<file path="src/pgpe_pkg.sv">
// pgpe_pkg: types, constants and GF(256) helpers for the packet group parity encoder
// used by pgpe_front, pgpe_back and the top level; no dependencies
`default_nettype none

package pgpe_pkg;

    localparam int MAX_LEN_DEF    = 2048;
    localparam int MAX_PARITY_DEF = 4;
    localparam int NUM_LANES      = 4;
    localparam int RD_OFF_W       = 11;
    localparam int GLEN_W         = 12;
    localparam int CNT_W          = 5;
    localparam int CMDQ_DEPTH     = 4;
    localparam int OUTQ_DEPTH     = 4;

    localparam logic [8:0]       GF_POLY   = 9'h11B;
    localparam logic [CNT_W-1:0] XOR_K     = 5'd10;
    localparam logic [CNT_W-1:0] RS_MED_K  = 5'd16;
    localparam logic [CNT_W-1:0] RS_HIGH_K = 5'd6;

    typedef enum logic [1:0] {
        LVL_NONE,
        LVL_XOR,
        LVL_RS_MED,
        LVL_RS_HIGH
    } t_level;

    typedef enum logic [1:0] {
        OP_NONE,
        OP_ABSORB,
        OP_READ
    } t_op;

    typedef enum logic {
        FUNC_ABSORB,
        FUNC_READ
    } t_func;

    typedef logic [NUM_LANES-1:0][7:0] t_lanes;

    typedef struct packed {
        t_op               op;
        logic              xor_mode;
        t_lanes            coef;
        logic [7:0]        data;
        logic              done;
        logic [GLEN_W-1:0] glen;
        logic              ovf;
    } t_cmd;

    typedef struct packed {
        t_lanes            par;
        logic              done;
        logic [GLEN_W-1:0] glen;
        logic              ovf;
    } t_res;

    function automatic logic [7:0] gf_mul(input logic [7:0] a, input logic [7:0] b);
        logic [8:0] sh;
        logic [7:0] acc;
        sh  = {1'b0, a};
        acc = '0;
        for (int i = 0; i < 8; i++) begin
            if (b[i]) begin
                acc = acc ^ sh[7:0];
            end
            sh = {sh[7:0], 1'b0};
            if (sh[8]) begin
                sh = sh ^ GF_POLY;
            end
        end
        return acc;
    endfunction

    // x^254, zero maps to one
    function automatic logic [7:0] gf_inv(input logic [7:0] x);
        logic [7:0] res;
        logic [7:0] base;
        logic [7:0] e;
        res  = 8'd1;
        base = x;
        e    = 8'd254;
        if (x != 8'd0) begin
            for (int i = 0; i < 8; i++) begin
                if (e[i]) begin
                    res = gf_mul(res, base);
                end
                base = gf_mul(base, base);
            end
        end
        return res;
    endfunction

    typedef logic [31:0][7:0] t_inv_tab;

    function automatic t_inv_tab build_inv_tab();
        t_inv_tab tab;
        for (int i = 0; i < 32; i++) begin
            tab[i] = gf_inv(8'(i));
        end
        return tab;
    endfunction

    localparam t_inv_tab INV_TAB = build_inv_tab();

endpackage

`default_nettype wire

</file>
<file path="src/pgpe_front.sv">
// pgpe_front: packet and group tracking, classifies each transfer into a column command
// depends on pgpe_pkg
`default_nettype none

module pgpe_front #(
    parameter int P_MAX_LEN = pgpe_pkg::MAX_LEN_DEF
) (
    input  wire logic                                i_clk,
    input  wire logic                                i_rst_n,
    input  wire pgpe_pkg::t_level                    i_level,
    input  wire logic                                i_acc,
    input  wire logic                                i_func,
    input  wire logic [7:0]                          i_data_byte,
    input  wire logic                                i_end_of_packet,
    input  wire logic [pgpe_pkg::RD_OFF_W-1:0]       i_read_offset,
    output pgpe_pkg::t_cmd                           o_cmd,
    output logic      [$clog2(P_MAX_LEN)-1:0]        o_addr
);

    import pgpe_pkg::*;

    localparam int AW    = $clog2(P_MAX_LEN);
    localparam int OFF_W = $clog2(P_MAX_LEN + 1);
    localparam int CW    = (OFF_W > RD_OFF_W) ? OFF_W : RD_OFF_W;

    logic [CNT_W-1:0] r_pkt_cnt;
    logic [OFF_W-1:0] r_byte_off;
    logic [OFF_W-1:0] r_longest;
    logic [CNT_W-1:0] n_pkt_cnt;
    logic [OFF_W-1:0] n_byte_off;
    logic [OFF_W-1:0] n_longest;

    logic [CNT_W-1:0] w_k;
    logic [CNT_W-1:0] w_cnt;
    logic [OFF_W-1:0] w_off;
    logic [OFF_W-1:0] w_len;
    t_lanes           w_coef;

    always_comb begin
        case (i_level)
            LVL_XOR:    w_k = XOR_K;
            LVL_RS_MED: w_k = RS_MED_K;
            default:    w_k = RS_HIGH_K;
        endcase
    end

    always_comb begin
        for (int p = 0; p < NUM_LANES; p++) begin
            w_coef[p] = INV_TAB[(CNT_W'(p) + w_k) ^ r_pkt_cnt];
        end
    end

    always_comb begin
        n_pkt_cnt     = r_pkt_cnt;
        n_byte_off    = r_byte_off;
        n_longest     = r_longest;
        w_off         = r_byte_off;
        w_cnt         = r_pkt_cnt + 1'b1;
        w_len         = (w_off > r_longest) ? w_off : r_longest;
        o_addr        = '0;
        o_cmd.op      = OP_NONE;
        o_cmd.xor_mode = (i_level == LVL_XOR);
        o_cmd.coef    = w_coef;
        o_cmd.data    = i_data_byte;
        o_cmd.done    = 1'b0;
        o_cmd.glen    = '0;
        o_cmd.ovf     = 1'b0;
        if (i_func == FUNC_READ) begin
            if (CW'(i_read_offset) < CW'(P_MAX_LEN)) begin
                o_cmd.op = OP_READ;
                o_addr   = AW'(i_read_offset);
            end
        end else if (i_level != LVL_NONE) begin
            if (r_byte_off < OFF_W'(P_MAX_LEN)) begin
                o_cmd.op = OP_ABSORB;
                o_addr   = AW'(r_byte_off);
                w_off    = r_byte_off + 1'b1;
            end else begin
                o_cmd.ovf = 1'b1;
            end
            w_len = (w_off > r_longest) ? w_off : r_longest;
            if (i_end_of_packet) begin
                n_byte_off = '0;
                if (w_cnt >= w_k) begin
                    o_cmd.done = 1'b1;
                    o_cmd.glen = GLEN_W'(w_len);
                    n_pkt_cnt  = '0;
                    n_longest  = '0;
                end else begin
                    n_pkt_cnt  = w_cnt;
                    n_longest  = w_len;
                end
            end else begin
                n_byte_off = w_off;
            end
        end
    end

    always_ff @(posedge i_clk) begin
        if (!i_rst_n) begin
            r_pkt_cnt  <= '0;
            r_byte_off <= '0;
            r_longest  <= '0;
        end else if (i_acc) begin
            r_pkt_cnt  <= n_pkt_cnt;
            r_byte_off <= n_byte_off;
            r_longest  <= n_longest;
        end
    end

endmodule

`default_nettype wire

</file>
<file path="config.mk">
export PLATFORM = sky130hd
export DESIGN_NAME = pgpe_front
export DESIGN_NICKNAME = d
export VERILOG_FILES = /design/src/pgpe_pkg.sv /design/src/pgpe_front.sv
export SDC_FILE = /design/constraint.sdc
export NUM_CORES = 1
export LEC_CHECK = 0
export BUFFER_PORTS_ARGS = -buffer_cell sky130_fd_sc_hd__buf_2
export CAP_MARGIN = 20
export CORE_MARGIN = 5
export CORE_UTILIZATION = 60
export DETAILED_ROUTE_END_ITERATION = 6
export PLACE_DENSITY = 0.88
export SETUP_SLACK_MARGIN = 0.15
export SLEW_MARGIN = 0
export SYNTH_ARGS = -nofsm -noshare
export SYNTH_HDL_FRONTEND = slang
export SYNTH_SLANG_ARGS = --single-unit
</file>
<file path="constraint.sdc">
create_clock -name i_clk -period 8.01 [get_ports i_clk]
set_input_delay 2.403 -clock i_clk [delete_from_list [all_inputs] [get_ports i_clk]]
set_output_delay 2.403 -clock i_clk [all_outputs]
set_load 0.02 [all_outputs]
</file>
==> reports/metrics.cfg <==
[logic_synthesis]
synth_seq_cells = 29
synth_most_common_cell = nand2_1
synth_top_area_share_pct = 14.3
syn_avg_cell_area_um2 = 7.01
synthFlopType = dfxtp_1
syn-num-nets = 644
synth_compound_area_share_pct = 33.1
yosysUniqueCellTypes = 54
synth_area_um2 = 4050
synth_edf_count = 0
synth.area.top_cells = dfxtp_1 (14%), ha_1 (12%), nand2_1 (6.4%)
synth.area.mux_share_pct = 0.989
yosys_warnings = 0
yosys.area.top_type = dfxtp_1
synth_common_cells = nand2_1 (69), a21oi_1 (46), nor2_1 (44)
synth_adder_area_share_pct = 12.4
synth_top_family_by_area = compound AO/OA/AOI/OAI gates
synth-async-reset-ratio_pct = 0
synthCells = 578
ys_seq_area_share_pct = 14.3
synth-xor-area-share_pct = 5.81
synth-simple-area-share_pct = 23.3

[critical_path]
crit_type = in2out
cp.arrival_ps = 4890
cp-start-kind = input pin
critPathMaxFanout = 13
cp_data_required_time_ps = 5610
critPathCaptureType = output pin

[routing]
remaining_drc_errors = 0
totalWireLength_um = 11600
drt_iter0_drc = 326
drt-pass1-iter-count = 5
ant_nets = 0
vias_per_cell = 6.42
routed-via-count = 4497
wl_per_cell_um = 16.5

[pwr]
p_leak_nw = 1.89
fin_total_pwr_w = 0.000494
power_density_nw_per_um2 = 111
irDropWorstVdd_mv = 0.0986

[finish]
antenna_cells = 0
nNetsFinal = 686
utilization_pct = 66.7
fin_area_um2 = 4460
area_growth_pct = 10.1
filler_cell_count = 592
layout-drive-gt1-share_pct = 20.8

[clock_tree]
insertion_delay_ps = 290
cts_setup_buffers = 0
cts.sinks = 29
cts_tree = done
clockRootBuffer = clkbuf_8
htree_levels = 2
postCtsHoldBufs = 0
cts_resized = 0
cts.path.max_buffers = 2
clk_pin_slew_ps = 70
tritoncts.num_buffers = 5

[sta]
timing.final.crit_share_pct = 91.1
relSlewSlack_pct = 26.5
setup_tns_ps = 0
drv_slew = 0
period_minus_slack_ps = 7300
hold_viol = 0
clock_skew_ps = 7.67
holdWs_ps = 487
setup_violations = 0
worst-slew-pin-transition_ps = 1100
rsz0062_at_grt = no
fmax_mhz = 137

[floorplan]
ioPinCount = 94
die_w_um = 92.2
core-area_um2 = 6680
die_h_um = 92.2
dieArea_um2 = 8490
start_util_pct = 60.6
core.rowCount = 30

[placed_design]
port_buffers = 77
gp_congestion = 0.946
placed_area_um2 = 4370
dp_hpwl_um = 8270

[global_route]
grt_use_total_pct = 26.3
antenna_found_initial = 0
grt_overflow = 0
grt_start_max_net_pins = 33
grt_pass1_wl_um = 19100
first_global_vias = 4080

[status]
status = finished, final reports clean

[min_path]
min_path_type = reg2reg

[job]
drv_cap = 0

## cells in the final DEF (no fill, tap or decap), types with 10 or more instances in the layout
| cell type | count |
|---|---|
| dfxtp_1 | 29 |
| xor2_1 | 10 |
| o22ai_1 | 17 |
| a22o_1 | 11 |
| nor3_1 | 22 |
| a22oi_1 | 15 |
| buf_2 | 77 |
| o21ai_0 | 34 |
| ha_1 | 40 |
| nand3_1 | 18 |
| a21oi_1 | 46 |
| inv_1 | 32 |
| nand2_1 | 69 |
| xnor2_1 | 12 |
| nor2b_1 | 16 |
| buf_4 | 14 |
| nor2_1 | 44 |
## report_power, final
part	total, W	internal [W]	switching, W
Combinational	0.000225	0.0000763	0.000149
Clock	0.000122	0.0000599	0.0000619
Sequential	0.000147	0.000145	0.00000250
Total	0.000494	0.000281	0.000213
## cell families after synthesis
kind of cell | count (synthesis)
multiplexers | 4
flip-flops | 29
XOR/XNOR | 26
adder cells (fa/ha/maj) | 40
AO/OA/AOI/OAI | 194
buffers and inverters | 88
AND/OR/NAND/NOR | 197
## worst paths after layout
| kind | cells after the start | to | start | slack, ps |
|---|---|---|---|---|
| max | 11 | o_cmd[9] | i_level[0] | 710 |
| max reg2reg | 12 | r_longest[2] | r_byte_off[1] | 3990 |
| min reg2reg | 2 | r_longest[10] | r_longest[10] | 490 |
| min | 2 | r_longest[10] | r_longest[10] | 490 |
## sequential cells by signal, indices dropped and copies added, names as in the netlist
name and count:
r_byte_off 12, r_pkt_cnt 5, r_longest 12
## cell type report
class / instances / area, um^2 / share of cell area [%]
Tap cell: 80 / 100 / 2.24
Inverter: 32 / 120 / 2.69
Clock inverter: 3 / 17.5 / 0.393
Multi-Input combinational cell: 461 / 3080 / 69.1
Sequential cell: 29 / 581 / 13.0
Timing Repair Buffer: 91 / 490 / 11.0
Clock buffer: 5 / 68.8 / 1.54
## stage by stage
step                      std cells  setup slack, ps
after floorplan                 578             1180
after global placement          693              810
after detailed placement        693              677
after CTS                       701              661
after global routing            701              349
final                           701              714
## layer usage
metal	global-route usage (%)	vias to the layer above	share of wire [%]
met5	0	-	0
met4	8.29	0	2.5
met3	3.86	26	9.5
met2	42.8	272	47
met1	35.7	2030	41
li1	-	2169	-
## critical path, cell delays in order
cell and delay (ps):
buf_2 120, inv_1 100, ha_1 350, inv_1 110, ha_1 290, a21bo_1 100, a21oi_1 60, o21ai_1 240
nand3_1 550, a211oi_2 350, buf_2 210
No activity file was read; power rests on OpenSTA's default activity.
