**src/pgpe_fifo.sv**
```systemverilog
// pgpe_fifo: small register queue used between front and back and for results
// no dependencies
`default_nettype none

module pgpe_fifo #(
    parameter int P_WIDTH = 8,
    parameter int P_DEPTH = 4
) (
    input  wire logic                         i_clk,
    input  wire logic                         i_rst_n,
    input  wire logic                         i_push,
    input  wire logic [P_WIDTH-1:0]           i_data,
    input  wire logic                         i_pop,
    output logic      [P_WIDTH-1:0]           o_data,
    output logic                              o_empty,
    output logic                              o_full,
    output logic      [$clog2(P_DEPTH+1)-1:0] o_count
);

    localparam int PW = $clog2(P_DEPTH);
    localparam int CW = $clog2(P_DEPTH + 1);

    logic [P_WIDTH-1:0] r_mem [P_DEPTH];
    logic [PW-1:0]      r_wp;
    logic [PW-1:0]      r_rp;
    logic [CW-1:0]      r_cnt;
    logic [PW-1:0]      n_wp;
    logic [PW-1:0]      n_rp;
    logic [CW-1:0]      n_cnt;

    always_comb begin
        n_wp  = r_wp;
        n_rp  = r_rp;
        n_cnt = r_cnt;
        if (i_push) begin
            n_wp = (r_wp == PW'(P_DEPTH - 1)) ? '0 : r_wp + 1'b1;
        end
        if (i_pop) begin
            n_rp = (r_rp == PW'(P_DEPTH - 1)) ? '0 : r_rp + 1'b1;
        end
        if (i_push && !i_pop) begin
            n_cnt = r_cnt + 1'b1;
        end else if (i_pop && !i_push) begin
            n_cnt = r_cnt - 1'b1;
        end
    end

    always_ff @(posedge i_clk) begin
        if (!i_rst_n) begin
            r_wp  <= '0;
            r_rp  <= '0;
            r_cnt <= '0;
        end else begin
            r_wp  <= n_wp;
            r_rp  <= n_rp;
            r_cnt <= n_cnt;
        end
    end

    always_ff @(posedge i_clk) begin
        if (i_push) begin
            r_mem[r_wp] <= i_data;
        end
    end

    assign o_data  = r_mem[r_rp];
    assign o_empty = (r_cnt == '0);
    assign o_full  = (r_cnt == CW'(P_DEPTH));
    assign o_count = r_cnt;

endmodule

`default_nettype wire

```
**config.mk**
```make
export PLATFORM = sky130hd
export DESIGN_NAME = pgpe_fifo
export DESIGN_NICKNAME = d
export VERILOG_FILES = /design/src/pgpe_fifo.sv
export SDC_FILE = /design/constraint.sdc
export NUM_CORES = 1
export LEC_CHECK = 0
export ABC_AREA = 1
export BUFFER_PORTS_ARGS = -buffer_cell sky130_fd_sc_hd__buf_2
export CELL_PAD_IN_SITES_DETAIL_PLACEMENT = 0
export CELL_PAD_IN_SITES_GLOBAL_PLACEMENT = 1
export CORE_ASPECT_RATIO = 0.75
export CORE_UTILIZATION = 40
export DETAILED_ROUTE_END_ITERATION = 8
export PLACE_DENSITY = 0.84
export SLEW_MARGIN = 20
export SYNTH_ARGS = -nofsm -noshare
export SYNTH_HDL_FRONTEND = slang
export SYNTH_SLANG_ARGS = --single-unit
```
**constraint.sdc**
```tcl
create_clock -name i_clk -period 1.15 [get_ports i_clk]
set_input_delay 0 -clock i_clk [delete_from_list [all_inputs] [get_ports i_clk]]
set_output_delay 0 -clock i_clk [all_outputs]
set_load 0.02 [all_outputs]
```
==> impl_metrics.json, run 1 <==
{
  "status": "complete, but fails checks",
  "violations": "negative setup slack",
  "r2r_start": "o_count[0]",
  "synthSimpleGateAreaFrac_pct": 9.47,
  "holdPathStages": 3,
  "core_area_sq_um": 3800,
  "vias": 1150,
  "worstPathArrival_ps": 1220,
  "synth_compound_area_share_pct": 10.2,
  "slew_headroom_pct": 88.4,
  "synthMuxAreaShare_pct": 0,
  "r2r_cells": 7,
  "rsz0062_at_grt": "yes",
  "async_flop_share_pct": 0,
  "wirelength_microns": 3250,
  "worst_pin_slew_ps": 172,
  "synth_seq_area_share_pct": 69.1,
  "hold_violations": 0,
  "drt_iter0_drc": 40,
  "path_clk_slew_ps": 70,
  "tns_ps": -387,
  "routedWlPerCell_microns": 13.4,
  "start_util_pct": 43.4,
  "min_from": "i_pop",
  "fin_skew_ps": 11.0,
  "power_density_nw_per_um2": 1480,
  "chipHeight_microns": 57.7,
  "maxCapViolations": 0,
  "crit_path_max_fanout": 5,
  "synth_fa_ha_area_share_pct": 5.76,
  "instances_no_fill": 243,
  "setup_ws_ps": -71.2,
  "synth_fp_nets": 154,
  "syn_area_sq_um": 1650,
  "ff2ff_setup_slack_ps": 10,
  "cts.sinks": 41,
  "yosysUniqueCellTypes": 19,
  "nNetsFinal": 209,
  "yosys_warnings": 0,
  "synthTopCellsByCount": "edfxtp_1 (32), nor2_1 (22), inv_1 (15), o21ai_0 (15), dfxtp_1 (9)",
  "setup_viol": 8,
  "area_growth_pct": 36.9,
  "layout-drive-gt1-share_pct": 39.3,
  "synth-edff-count": 32,
  "io_buffers": 24,
  "slew_violations": 0,
  "synth_xor_area_share_pct": 0.530,
  "worstSetupPathType": "reg -> out",
  "worstHoldPathType": "in -> reg",
  "placed_cells": 224,
  "grt_overflow": 0,
  "power_uw": 3340,
  "hpwl_microns": 2230,
  "clockRootBuffer": "clkbuf_8",
  "ys.flop_type": "edfxtp_1",
  "synth_top_family_by_area": "compound AO/OA/AOI/OAI gates",
  "ctsHtreeMaxLevel": 2,
  "cp.required_ps": 1150,
  "boundaryPins": 25,
  "synth_area_leaders": "edfxtp_1 (58%), dfxtp_1 (11%), nor2_1 (5.0%)",
  "grt_max_degree": 17,
  "post_synth.cell_area_avg_sq_um": 12.2,
  "cts_made_buffers": 5,
  "worstSetupEndpointType": "output pin",
  "grt_pass1_vias": 1120,
  "gp_congestion": 0.781,
  "placed_area_sq_um": 1950,
  "clock.fmax_mhz": 819,
  "leakage_uw": 0.000925,
  "grt_pass1_wl_microns": 5250,
  "antenna_found_initial": 0,
  "insertion_delay_ps": 290,
  "critPathLaunchType": "register",
  "r2r_end": "o_count[2]",
  "firstDrtPassIters": 4,
  "holdPathEnd": "r_rp[1]",
  "yosysTopAreaCell": "edfxtp_1",
  "final_cell_area_sq_um": 2260,
  "cts_tree": "built",
  "ant_nets": 0,
  "syn_inst": 135,
  "die_width_microns": 76.2,
  "fp-row-count": 19,
  "synth_top_area_share_pct": 58.2,
  "fin_crit_sh_pct": 106,
  "synth_most_common_cell": "edfxtp_1",
  "clockBufferDepth": 2,
  "die_area_sq_um": 4390,
  "antenna_cells": 0,
  "ir_drop_v": 0.000917,
  "routed_via_density": 4.73,
  "layout_min_cycle_time_ps": 1220,
  "ys_ff_latch": 41,
  "track_usage_pct": 16.4,
  "drc": 0
}
where the power goes:
part	internal [uW]	total (uW)	switching (uW)
sequential	1690	1740	55.2
combinational	296	651	355
clock	487	953	466
total	2470	3340	876
registers in the layout (all words and copies together), names as in the netlist, named ones only:
name     cells
r_mem       32
o_count      3
r_rp         2
r_wp         2
critical path, stage by stage (launching register included):
cell,delay [ps]
dfxtp_4,400
buf_6,130
o21ai_1,60
o22ai_1,170
buf_4,170
worst max path at each step:
stage | startpoint | end | cells after the start
after floorplan | o_count[1] | o_count[1] | 3
after global placement | r_wp[0] | r_mem[0][0] | 5
after detailed placement | r_wp[0] | r_mem[0][3] | 5
after CTS | register | o_data[3] | 4
after global routing | register | o_data[7] | 4
final | register | o_data[3] | 4
final cells by class:
type                            count  area, sq um
Fill cell                         317         1540
Sequential cell                    41         1160
Multi-Input combinational cell     76          477
Timing Repair Buffer               50          398
Clock buffer                        7         86.3
Inverter                           16         70.1
Tap cell                           52         65.1
Clock inverter                      1         7.51
timing repair:
action | CTS | global route
setup endpoints to repair | 33 | 33
cloned | 1 | 0
pin swaps | 10 | 8
resized for setup | 29 | 23
endpoints found under the hold margin | 35 | 0
buffers inserted | 1 | 0
hold buffers | 9 | 0
layer usage:
| metal | GRT usage [%] | share of wire, % | vias up | wire length (microns) |
|---|---|---|---|---|
| li1 | - | - | 577 | - |
| met1 | 20.4 | 46 | 544 | 1480 |
| met2 | 26.4 | 48 | 24 | 1570 |
| met3 | 5.04 | 5.0 | 5 | 162 |
| met4 | 9.07 | 1.2 | 0 | 39 |
| met5 | 0 | 0 | - | 0 |
through the flow:
step                hold WS (ps)  utilization (%)  worst slack (ps)
floorplan                   98.9                -             -22.7
global placement             211             51.2             -27.1
detailed placement           222             51.2             -55.2
CTS                         34.1             58.0             -83.1
global route                 107             59.4              -112
finish                      31.9             59.4             -71.2
layout by cell type, fill, tap and decap left out, drive strengths merged:
master / Yosys / layout
a21oi: 3 / 3
buf: 2 / 41
clkbuf: 0 / 7
clkinvlp: 0 / 1
dfxtp: 9 / 9
dlygate4sd3: 0 / 9
edfxtp: 32 / 32
fa: 1 / 1
ha: 6 / 6
inv: 16 / 16
nand2: 8 / 8
nand3: 1 / 1
nand4: 1 / 1
nor2: 24 / 24
nor3: 4 / 4
o21ai: 19 / 19
o22ai: 8 / 8
xor2: 1 / 1
cell families (layout without fill, tap and decap cells):
family,count (synthesis),in the layout
buffers and inverters,18,74
xor gates and xnor gates,1,1
AOI/OAI and AO/OA,30,30
and+or+nand+nor,38,38
adders and majority gates,7,7
DFF,41,41
(Power assumes the default switching activity.)
==> inputs of run 2 (changes only) <==
--- a/config.mk
+++ b/config.mk
@@ -10,6 +10,7 @@
 export CELL_PAD_IN_SITES_DETAIL_PLACEMENT = 0
 export CELL_PAD_IN_SITES_GLOBAL_PLACEMENT = 1
 export CORE_ASPECT_RATIO = 0.75
+export CORE_MARGIN = 2
 export CORE_UTILIZATION = 40
 export DETAILED_ROUTE_END_ITERATION = 8
 export PLACE_DENSITY = 0.84
@@ -17,3 +18,4 @@
 export SYNTH_ARGS = -nofsm -noshare
 export SYNTH_HDL_FRONTEND = slang
 export SYNTH_SLANG_ARGS = --single-unit
+export TNS_END_PERCENT = 5
==> run 2 against run 1 <==
Maximum frequency down 0.30%. Largest cell class unchanged. Final area up 2.5%. Global-route usage down 1.1 points. Largest power group unchanged. The flow still finishes with violations (negative setup slack).
==> impl_metrics.json, run 2 (same netlist as run 1, synthesis figures left out) <==
{
  "firstDrtPassIters": 5,
  "gp_congestion": 0.815,
  "clockBufferDepth": 2,
  "grt_pass1_vias": 1135,
  "die_width_microns": 78.2,
  "ff2ff_setup_slack_ps": 0,
  "core_area_sq_um": 4000,
  "min_from": "i_pop",
  "wirelength_microns": 3370,
  "worstSetupPathType": "reg -> out",
  "grt_max_degree": 17,
  "chipHeight_microns": 59.7,
  "leakage_uw": 0.000929,
  "power_density_nw_per_um2": 1440,
  "cts_made_buffers": 5,
  "antenna_cells": 0,
  "top_register": "r_mem",
  "slew_violations": 0,
  "worstHoldPathType": "in -> reg",
  "drt_iter0_drc": 78,
  "hpwl_microns": 2210,
  "layout-drive-gt1-share_pct": 44.4,
  "path_clk_slew_ps": 70,
  "ir_drop_v": 0.000826,
  "cp_cell_sequence": "buf_6 -> o21ai_2 -> o22ai_2 -> buf_6",
  "largest_reg_flops": 32,
  "worstSetupEndpointType": "output pin",
  "fp-row-count": 20,
  "critPathLaunchType": "register",
  "rsz0062_at_grt": "yes",
  "crit_path_max_incr_delay_ps": 410,
  "routed_via_density": 4.73,
  "drc": 0,
  "layout_min_cycle_time_ps": 1220,
  "ant_nets": 0,
  "violations": "negative setup slack",
  "routedWlPerCell_microns": 13.8,
  "path_common_cell": "buf_6",
  "worst_pin_slew_ps": 185,
  "final_cell_mix": "edfxtp_1 (32), nor2_1 (22), buf_2 (14)",
  "hold_violations": 0,
  "track_usage_pct": 15.4,
  "status": "complete, but fails checks",
  "setup_ws_ps": -74.9,
  "grt_overflow": 0,
  "cts_tree": "built",
  "antenna_found_initial": 0,
  "maxCapViolations": 0,
  "cpMaxStageDelayCell": "dfxtp_4",
  "ctsHtreeMaxLevel": 2,
  "setup_viol": 9,
  "nNetsFinal": 207,
  "slew_headroom_pct": 87.5,
  "tns_ps": -443,
  "whs_ps": 43.3,
  "fin_crit_sh_pct": 107,
  "insertion_delay_ps": 290,
  "crit_path_max_fanout": 5,
  "die_area_sq_um": 4660,
  "area_growth_pct": 40.3,
  "clockRootBuffer": "clkbuf_8",
  "boundaryPins": 25,
  "vias": 1153,
  "r2r_start": "o_count[1]",
  "final_common_cell": "edfxtp_1",
  "fin_skew_ps": 8.66,
  "cts.sinks": 41,
  "worstPathArrival_ps": 1220,
  "io_buffers": 24,
  "cp.required_ps": 1150,
  "grt_pass1_wl_microns": 5260,
  "start_util_pct": 41.3,
  "clock.fmax_mhz": 816
}
run 2: area by class of cell:
class                           instances  area (sq um)
Inverter                               16          67.6
Sequential cell                        41          1160
Timing Repair Buffer                   48           428
Clock buffer                            5          68.8
Clock inverter                          3          17.5
Tap cell                               55          68.8
Fill cell                             323          1690
Multi-Input combinational cell         76           510
run 2: what timing repair did:
item / in CTS / in global routing
endpoints found under the setup margin: 43 / 45
hold endpoints to repair: 35 / 0
pin swaps: 0 / 18
hold buffers: 9 / 0
cloned: 0 / 1
buffers inserted: 0 / 0
gates resized for setup: 13 / 53
run 2: critical path, delay by kind of cell, from the launching register on:
family	cells	cell delay (ps)
AO/OA/AOI/OAI	2	250
buffers and inverters	2	280
flip-flops	1	410
run 2: metrics by stage:
step                instance area (sq um)  setup slack [ps]  std cells  utilization [%]  power [uW]
CTS                                  2180              -115        243             54.4        3240
finish                               2320             -74.9        244             57.9        3330
floorplan                            1650             -34.2        135                -        2060
detailed placement                   1980              -120        226             49.3        2300
global placement                     1980             -2.33        226             49.3        2270
global route                         2320              -140        244             57.9        3480
run 2: where the power goes:
part	internal, uW	total [uW]	leakage (uW)	switching [uW]
Sequential	1680	1740	0.000371	53.9
Combinational	322	700	0.000514	378
Clock	418	890	0.0000439	472
run 2: routing by layer:
layer	part of all wire (%)	up-vias	GRT usage, %	routed length (microns)
met5	0	-	0	0
met4	1.6	0	6.52	54
met3	3.7	6	3.78	125
met2	50	28	27.0	1680
met1	45	543	18.5	1510
li1	-	576	-	-
run 2: final timing paths:
path | depth (start not counted) | to
setup / recovery | 4 | o_data[1]
hold / removal | 3 | register
setup reg to reg | 7 | o_count[2]
hold reg to reg | 2 | r_wp[1]
